File: config.mk
export PLATFORM = sky130hd
export DESIGN_NAME = haar_wavelet_block_fusion_core
export DESIGN_NICKNAME = d
export VERILOG_FILES = /design/src/sv/hwbf_pkg.sv /design/src/sv/haar_wavelet_block_fusion_core.sv /design/src/sv/hwbf_lane.sv /design/src/sv/hwbf_merge.sv
export SDC_FILE = /design/constraint.sdc
export NUM_CORES = 1
export LEC_CHECK = 0
export ABC_CLOCK_PERIOD_IN_PS = 13000
export BUFFER_PORTS_ARGS = -buffer_cell sky130_fd_sc_hd__clkbuf_2
export CAP_MARGIN = 0
export CORE_AREA = 8 8 194 196
export CTS_BUF_LIST = sky130_fd_sc_hd__clkbuf_4 sky130_fd_sc_hd__clkbuf_8 sky130_fd_sc_hd__clkbuf_16
export CTS_CLUSTER_DIAMETER = 120
export CTS_CLUSTER_SIZE = 10
export DETAILED_ROUTE_END_ITERATION = 6
export DIE_AREA = 0 0 202 204
export PLACE_DENSITY_LB_ADDON = 0.25
export SYNTH_ARGS = -nofsm -noshare
export SYNTH_HDL_FRONTEND = slang
export SYNTH_SLANG_ARGS = --single-unit
File: constraint.sdc
create_clock -name clk -period 13 [get_ports clk]
set_clock_uncertainty 0.1 [all_clocks]
set_input_delay 0.65 -clock clk [delete_from_list [all_inputs] [get_ports clk]]
set_output_delay 0.65 -clock clk [all_outputs]
set_load 0.02 [all_outputs]
File: src/sv/hwbf_pkg.sv
// ----------------------------------------------------------------------------
// hwbf_pkg
// Shared types and constants for the Haar wavelet block fusion core.
// ----------------------------------------------------------------------------
package hwbf_pkg;

  // Pixel width of both source images and of the fused image
  localparam int unsigned PIX_W   = 8;
  // Width of the low-low coefficient (sum of four pixels, kept signed)
  localparam int unsigned LL_W    = PIX_W + 3;
  // Width of a detail coefficient (signed, +-2 * 255)
  localparam int unsigned DET_W   = PIX_W + 2;
  // Width of a fused detail term after the doubling of the inverse transform
  localparam int unsigned FDET_W  = DET_W + 1;
  // Width of the fused pixel numerator before the divide by eight
  localparam int unsigned SUM_W   = PIX_W + 6;
  // Scale applied to each fused detail coefficient
  localparam int unsigned HALF_DIV = 2;
  // Bits dropped by the final divide by eight
  localparam int unsigned FRAC_W  = 3;
  // Default number of transform lanes (one per source image)
  localparam int unsigned NUM_LANES = 2;

  // One 2x2 block from one image
  typedef struct packed {
    logic [PIX_W-1:0] top_left;
    logic [PIX_W-1:0] top_right;
    logic [PIX_W-1:0] bottom_left;
    logic [PIX_W-1:0] bottom_right;
  } blk_t;

  // Input request: the same block from both images
  typedef struct packed {
    logic [PIX_W-1:0] a_top_left;
    logic [PIX_W-1:0] a_top_right;
    logic [PIX_W-1:0] a_bottom_left;
    logic [PIX_W-1:0] a_bottom_right;
    logic [PIX_W-1:0] b_top_left;
    logic [PIX_W-1:0] b_top_right;
    logic [PIX_W-1:0] b_bottom_left;
    logic [PIX_W-1:0] b_bottom_right;
  } in_t;

  // Result request: the fused block
  typedef struct packed {
    logic [PIX_W-1:0] fused_top_left;
    logic [PIX_W-1:0] fused_top_right;
    logic [PIX_W-1:0] fused_bottom_left;
    logic [PIX_W-1:0] fused_bottom_right;
  } out_t;

  // Forward Haar coefficients of one block
  typedef struct packed {
    logic signed [LL_W-1:0]  ll;
    logic signed [DET_W-1:0] hl;
    logic signed [DET_W-1:0] lh;
    logic signed [DET_W-1:0] hh;
  } coef_t;

endpackage

File: src/sv/haar_wavelet_block_fusion_core.sv
// Haar wavelet block fusion core. Each request carries the same 2x2 block
// from two grayscale images; the result is the fused 2x2 block. One request
// is taken every cycle unless output back-pressure stalls the input, and its result passes in order:
// the first register stage holds the forward Haar coefficients from the per-image
// lanes, the second holds the fused, rounded and saturated pixels. The core
// has no state between requests and needs no setup after reset.
// ----------------------------------------------------------------------------
// haar_wavelet_block_fusion_core
// Top level: transform lanes, coefficient register, merge and output register.
// ----------------------------------------------------------------------------
module haar_wavelet_block_fusion_core (
  input  logic            clk,
  input  logic            rst_n,
  input  logic            in_valid,
  output logic            in_stall,
  input  hwbf_pkg::in_t   in_data,
  output logic            out_valid,
  input  logic            out_stall,
  output hwbf_pkg::out_t  out_data
);

  // One lane per source image
  localparam int unsigned NUM_LANES = hwbf_pkg::NUM_LANES;

  hwbf_pkg::blk_t  lane_blk [NUM_LANES];
  hwbf_pkg::coef_t lane_coef[NUM_LANES];
  hwbf_pkg::coef_t coef_r   [NUM_LANES];
  hwbf_pkg::coef_t coef_nxt [NUM_LANES];
  hwbf_pkg::out_t  fused;
  hwbf_pkg::out_t  out_data_r;
  logic            coef_vld_r, coef_vld_nxt;
  logic            out_vld_r,  out_vld_nxt;
  logic            out_adv;
  logic            coef_adv;

  // Split the request into one block per image
  always_comb begin
    lane_blk[0] = '{in_data.a_top_left, in_data.a_top_right,
                    in_data.a_bottom_left, in_data.a_bottom_right};
    lane_blk[NUM_LANES-1] = '{in_data.b_top_left, in_data.b_top_right,
                              in_data.b_bottom_left, in_data.b_bottom_right};
  end

  // Forward transform lanes
  for (genvar g = 0; g < NUM_LANES; g++) begin : g_lane
    hwbf_lane u_lane (
      .blk  (lane_blk[g]),
      .coef (lane_coef[g])
    );
  end

  // Advance the output stage when it is empty or being drained
  assign out_adv  = !out_vld_r || !out_stall;
  assign coef_adv = !coef_vld_r || out_adv;
  assign in_stall = !coef_adv;

  // Next state of both stages
  always_comb begin
    coef_vld_nxt = coef_adv ? in_valid : coef_vld_r;
    out_vld_nxt  = out_adv  ? coef_vld_r : out_vld_r;
    for (int i = 0; i < NUM_LANES; i++) begin
      coef_nxt[i] = (coef_adv && in_valid) ? lane_coef[i] : coef_r[i];
    end
  end

  // Merge the lanes: fuse coefficients and invert
  hwbf_merge u_merge (
    .coef_a (coef_r[0]),
    .coef_b (coef_r[NUM_LANES-1]),
    .fused  (fused)
  );

  // Stage valid flags
  always_ff @(posedge clk) begin
    if (!rst_n) begin
      coef_vld_r <= 1'b0;
      out_vld_r  <= 1'b0;
    end else begin
      coef_vld_r <= coef_vld_nxt;
      out_vld_r  <= out_vld_nxt;
    end
  end

  // Payload registers: hold while stalled
  always_ff @(posedge clk) begin
    coef_r <= coef_nxt;
    if (out_adv && coef_vld_r) begin
      out_data_r <= fused;
    end
  end

  assign out_valid = out_vld_r;
  assign out_data  = out_data_r;

endmodule

File: src/sv/hwbf_lane.sv
// ----------------------------------------------------------------------------
// hwbf_lane
// Forward unnormalised 2-D Haar transform of one 2x2 pixel block.
// ----------------------------------------------------------------------------
module hwbf_lane (
  input  hwbf_pkg::blk_t  blk,
  output hwbf_pkg::coef_t coef
);

  logic signed [hwbf_pkg::LL_W-1:0] tl, tr, bl, br;
  logic signed [hwbf_pkg::LL_W-1:0] s0, s1, d0, d1;
  logic signed [hwbf_pkg::LL_W-1:0] hl_w, lh_w, hh_w;

  // Widen the pixels to signed and form row sums and differences
  always_comb begin
    tl = $signed({{(hwbf_pkg::LL_W-hwbf_pkg::PIX_W){1'b0}}, blk.top_left});
    tr = $signed({{(hwbf_pkg::LL_W-hwbf_pkg::PIX_W){1'b0}}, blk.top_right});
    bl = $signed({{(hwbf_pkg::LL_W-hwbf_pkg::PIX_W){1'b0}}, blk.bottom_left});
    br = $signed({{(hwbf_pkg::LL_W-hwbf_pkg::PIX_W){1'b0}}, blk.bottom_right});
    s0 = tl + tr;
    d0 = tl - tr;
    s1 = bl + br;
    d1 = bl - br;
    hl_w = d0 + d1;
    lh_w = s0 - s1;
    hh_w = d0 - d1;
  end

  // Combine rows into the four coefficients; details fit DET_W bits
  always_comb begin
    coef.ll = s0 + s1;
    coef.hl = hl_w[hwbf_pkg::DET_W-1:0];
    coef.lh = lh_w[hwbf_pkg::DET_W-1:0];
    coef.hh = hh_w[hwbf_pkg::DET_W-1:0];
  end

endmodule

File: src/sv/hwbf_merge.sv
// ----------------------------------------------------------------------------
// hwbf_merge
// Fuse the coefficients of two lanes and run the inverse transform, with
// round-half-to-even and saturation of each fused pixel.
// ----------------------------------------------------------------------------
module hwbf_merge (
  input  hwbf_pkg::coef_t coef_a,
  input  hwbf_pkg::coef_t coef_b,
  output hwbf_pkg::out_t  fused
);

  localparam int unsigned Q_W = hwbf_pkg::SUM_W - hwbf_pkg::FRAC_W;

  logic signed [hwbf_pkg::SUM_W-1:0]   s_sum;
  logic signed [hwbf_pkg::DET_W-1:0]   hl_max, lh_max, hh_max;
  logic signed [hwbf_pkg::SUM_W-1:0]   hl_f, lh_f, hh_f;
  logic signed [hwbf_pkg::SUM_W-1:0]   n_tl, n_tr, n_bl, n_br;

  // Divide by eight, round half to even, clamp to the pixel range
  function automatic logic [hwbf_pkg::PIX_W-1:0] round_sat(
    input logic signed [hwbf_pkg::SUM_W-1:0] n
  );
    logic [Q_W-1:0]                q;
    logic [hwbf_pkg::FRAC_W-1:0]   r;
    logic [Q_W:0]                  qr;
    logic                          up;
    q  = n[hwbf_pkg::SUM_W-1:hwbf_pkg::FRAC_W];
    r  = n[hwbf_pkg::FRAC_W-1:0];
    up = (r > 3'd4) || ((r == 3'd4) && q[0]);
    qr = {1'b0, q} + {{Q_W{1'b0}}, up};
    if (n[hwbf_pkg::SUM_W-1] || (n == '0)) begin
      round_sat = '0;
    end else if (qr > (Q_W+1)'((1 << hwbf_pkg::PIX_W) - 1)) begin
      round_sat = '1;
    end else begin
      round_sat = qr[hwbf_pkg::PIX_W-1:0];
    end
  endfunction

  // Average LL (kept as the sum) and take the signed maximum of each detail
  always_comb begin
    s_sum  = hwbf_pkg::SUM_W'(coef_a.ll) + hwbf_pkg::SUM_W'(coef_b.ll);
    hl_max = (coef_a.hl > coef_b.hl) ? coef_a.hl : coef_b.hl;
    lh_max = (coef_a.lh > coef_b.lh) ? coef_a.lh : coef_b.lh;
    hh_max = (coef_a.hh > coef_b.hh) ? coef_a.hh : coef_b.hh;
    hl_f   = hwbf_pkg::SUM_W'(hl_max) * $signed(hwbf_pkg::SUM_W'(hwbf_pkg::HALF_DIV));
    lh_f   = hwbf_pkg::SUM_W'(lh_max) * $signed(hwbf_pkg::SUM_W'(hwbf_pkg::HALF_DIV));
    hh_f   = hwbf_pkg::SUM_W'(hh_max) * $signed(hwbf_pkg::SUM_W'(hwbf_pkg::HALF_DIV));
  end

  // Inverse transform: one signed sum per pixel position
  always_comb begin
    n_tl = s_sum + lh_f + hl_f + hh_f;
    n_tr = s_sum + lh_f - hl_f - hh_f;
    n_bl = s_sum - lh_f + hl_f - hh_f;
    n_br = s_sum - lh_f - hl_f + hh_f;
    fused.fused_top_left     = round_sat(n_tl);
    fused.fused_top_right    = round_sat(n_tr);
    fused.fused_bottom_left  = round_sat(n_bl);
    fused.fused_bottom_right = round_sat(n_br);
  end

endmodule

==> metrics.md <==
| Metric | Value |
|---|---|
| WP data required | 12.98 ns |
| Flop2flop setup slack | 4.79 ns |
| NumNets Final | ~2.1k |
| TritonCTS Buffers | 9 |
| Die area | just over 40,000 um^2 |
| Max-cap violations | 0 |
| Slowest library cell on the worst path | nor4bb_1 |
| Starting density of the core | 43.9% |
| Clock latency on the worst-skew pair | roughly 0.38 ns |
| Vias in the first global route | 11.8k |
| Vias after detailed routing | approximately 11k |
| Num rows | between 60 and 70 |
| Arrival time at the worst endpoint | about 8.2 ns |
| Fmax | 122 MHz |
| Slowest stage delay, CP | around 0.9 ns |
| Die width | just over 200 um |
| Share of post-route cells with drive strength above 1 | approximately an eighth |
| Initial antenna violation count | 0 |
| Clk sinks | between 100 and 150 |
| Hold endpoint | coef_vld_r |
| Top cell type's share of synthesized area | 21.2% |
| Post-route minimum period | between 8 and 9 ns |
| Asr flop ratio synth | 0% |
| Diode count | 0 |
| Worst Min Path Start | rst_n |
| RePlAce Congestion | 0.958 |
| Crit Path Max Fanout | 11 |
| Die Height | around 200 um |
| IO buf count | slightly above 100 |
| Final ANT Viol Nets | 0 |
| Status | completed |
| DRC violations left | 0 |
| Total GRT Usage | between 10% and 20% |
| CP Capture Type | flop |
| Synth Net Count | about 2.0k |
| TritonCTS clock tree | done |
| Slew HR | 21.0% |
| HP Class | in -> reg |
| Setup repair bufs after CTS | 0 |
| Area Growth Syn to Fin | 9.01% |
| Tcrit/Tclk final | a little over three fifths |
| Synthesized cell area | approximately 15,000 um^2 |
| Drt total wl | between 30,000 and 40,000 um |
| CTS clk-pin slew, worst paths | approximately 0.09 ns |
| First-pass GRT wire length | slightly below 60,000 um |
| CTS hold repair buffers | 0 |
| Synth warnings | 0 |
| Primary FF master, synth | edfxtp_1 |
| Critical Path Start Type | flop |
| Slew Limit Fails | 0 |
| Root buffer cell | clkbuf_16 |
| Post-synth EDFFs | about 110 |
| H-tree depth | 3 |
| Global route overflow | 0 |
| Post-CTS sizing | 0 |
| Worst r2r src | coef_r[13] |
| Slew @ Worst Pin | roughly 1.2 ns |
| Cell depth of the worst min-delay path | 2 |
| RSZ-0062 raised after global routing | no |
| Synth area leaders | edfxtp_1 (21%), ha_1 (20%), fa_1 (9.0%) |
| Drt first pass iters | 5 |
| Largest net degree at the start of global routing | 77 |
| Unique masters post-synth | 93 |
| FF+latch count, synth | 110 |
| Final core utilization | a little under half |
| Drt wl/cell | 17.2 um |
| Setup_tns | 0 ns |
| I/O pin count | 102 |
| Final hold vios | 0 |
| Initial drt markers | a little under 500 |
| Core Footprint | approximately 35,000 um^2 |
| Clk buf depth | 2 |
| Yosys top cell by area | edfxtp_1 |
| Crit Path Class | reg -> reg |
| Crit Reg-Reg Endpoint | out_data[16] |
| Final setup vio count | 0 |
| R2R depth | 29 |
| Via/cell ratio | approximately 5.2 |
| Post-Syn Instances | about 1.6k |
| Seq/Total Area, Yosys | between 20 and 25% |
| Avg Inst Size Synth | approximately 9.5 um^2 |
| Post-DP HPWL | about 33,000 um |
[logic make-up after synthesis]
logic type               count (synthesis)  share of synthesized area (%)
AO/OA/AOI/OAI                          428                           19.5
flip-flops                             110                           21.5
XOR/XNOR                               185                           10.8
multiplexers                            56                           3.91
adder cells (fa/ha/maj)                317                           29.4
buffers and inverters                  261                           6.46
AND/OR/NAND/NOR                        255                           8.47
[layer usage]
layer	up-vias	global-route usage, %	part of all wire (%)
met3	55	3.34	4.1
li1	5802	-	-
met1	5318	21.0	43
met5	-	0	0
met4	0	6.81	3.5
met2	179	32.7	49
[area by class of cell]
cell class	instances	area [um^2]
Inverter	243	912
Tap cell	461	577
Clock inverter	7	77.6
Sequential cell	110	3280
Timing Repair Buffer	106	543
Fill cell	3289	18200
Clock buffer	9	225
Multi-Input combinational cell	1241	11000
[synth_stat cells (all sizes together) (6+ instances only)]
cell type,count
ha,248
inv,243
a21oi,155
xnor2,138
edfxtp,108
nor2,89
fa,69
o21bai,69
o21ai,57
xor2,47
nand2,41
mux2,29
mux2i,27
a21o,24
nor3,22
nand3,19
nor2b,18
a31oi,16
o21a,15
clkbuf,12
nand2b,12
a211oi,11
and3,9
or2,8
nand4,7
o211ai,7
o31ai,7
buf,6
nor4,6
o22ai,6
[cells in the final DEF, fill, tap and decap left out, types with 5 or more instances in the layout]
| cell type | instances |
|---|---|
| a211o_1 | 5 |
| a211oi_1 | 5 |
| a21o_1 | 24 |
| a21oi_1 | 153 |
| a31oi_1 | 16 |
| and3_1 | 9 |
| buf_4 | 5 |
| clkbuf_16 | 9 |
| clkbuf_2 | 101 |
| edfxtp_1 | 108 |
| fa_1 | 69 |
| ha_1 | 248 |
| inv_1 | 243 |
| mux2_2 | 29 |
| mux2i_1 | 27 |
| nand2_1 | 40 |
| nand2b_1 | 12 |
| nand3_1 | 18 |
| nand4_1 | 6 |
| nor2_1 | 89 |
| nor2b_1 | 16 |
| nor3_1 | 20 |
| nor4_1 | 6 |
| o211ai_1 | 7 |
| o21a_1 | 15 |
| o21ai_0 | 48 |
| o21ai_1 | 6 |
| o21ba_2 | 5 |
| o21bai_1 | 69 |
| o31ai_1 | 5 |
| or2_2 | 5 |
| or3_1 | 5 |
| xnor2_1 | 136 |
| xor2_1 | 46 |
[worst max path at each step]
stage | start | endpoint | cells past startpoint
after global placement | coef_r[13] | out_data[16] | 29
after global routing | coef_r[13] | out_data[16] | 29
final | coef_r[13] | out_data[16] | 29
after detailed placement | coef_r[13] | out_data[16] | 29
after CTS | coef_r[13] | out_data[16] | 29
after floorplan | coef_r[54] | out_data[0] | 30
[flip-flops by register name, indices dropped and copies added, names as in the netlist]
name        count
coef_r         76
out_data       32
coef_vld_r      1
out_valid       1
[per-stage QoR]
stage / hold slack, ns / std cells / area [um^2] / setup slack [ns]
floorplan: 0.366 / 1612 / 15300 / 6.19
global placement: 0.386 / 2161 / 16300 / 5.04
detailed placement: 0.407 / 2161 / 16300 / 4.83
CTS: 0.378 / 2177 / 16600 / 4.81
global route: 0.402 / 2177 / 16600 / 3.99
finish: 0.392 / 2177 / 16600 / 4.79
[worst max-delay path, delay by kind of cell, from the launching register on]
kind                     cells  cell delay (ns)
AO/OA/AOI/OAI               15             3.92
XOR/XNOR                     2             0.48
adder cells (fa/ha/maj)      5             1.62
buffers and inverters        3             0.21
flip-flops                   1             0.39
AND/OR/NAND/NOR              4             1.19
Power is not shown: default switching activity piles up to over one toggle a cycle in this logic, so the estimate is an artifact.
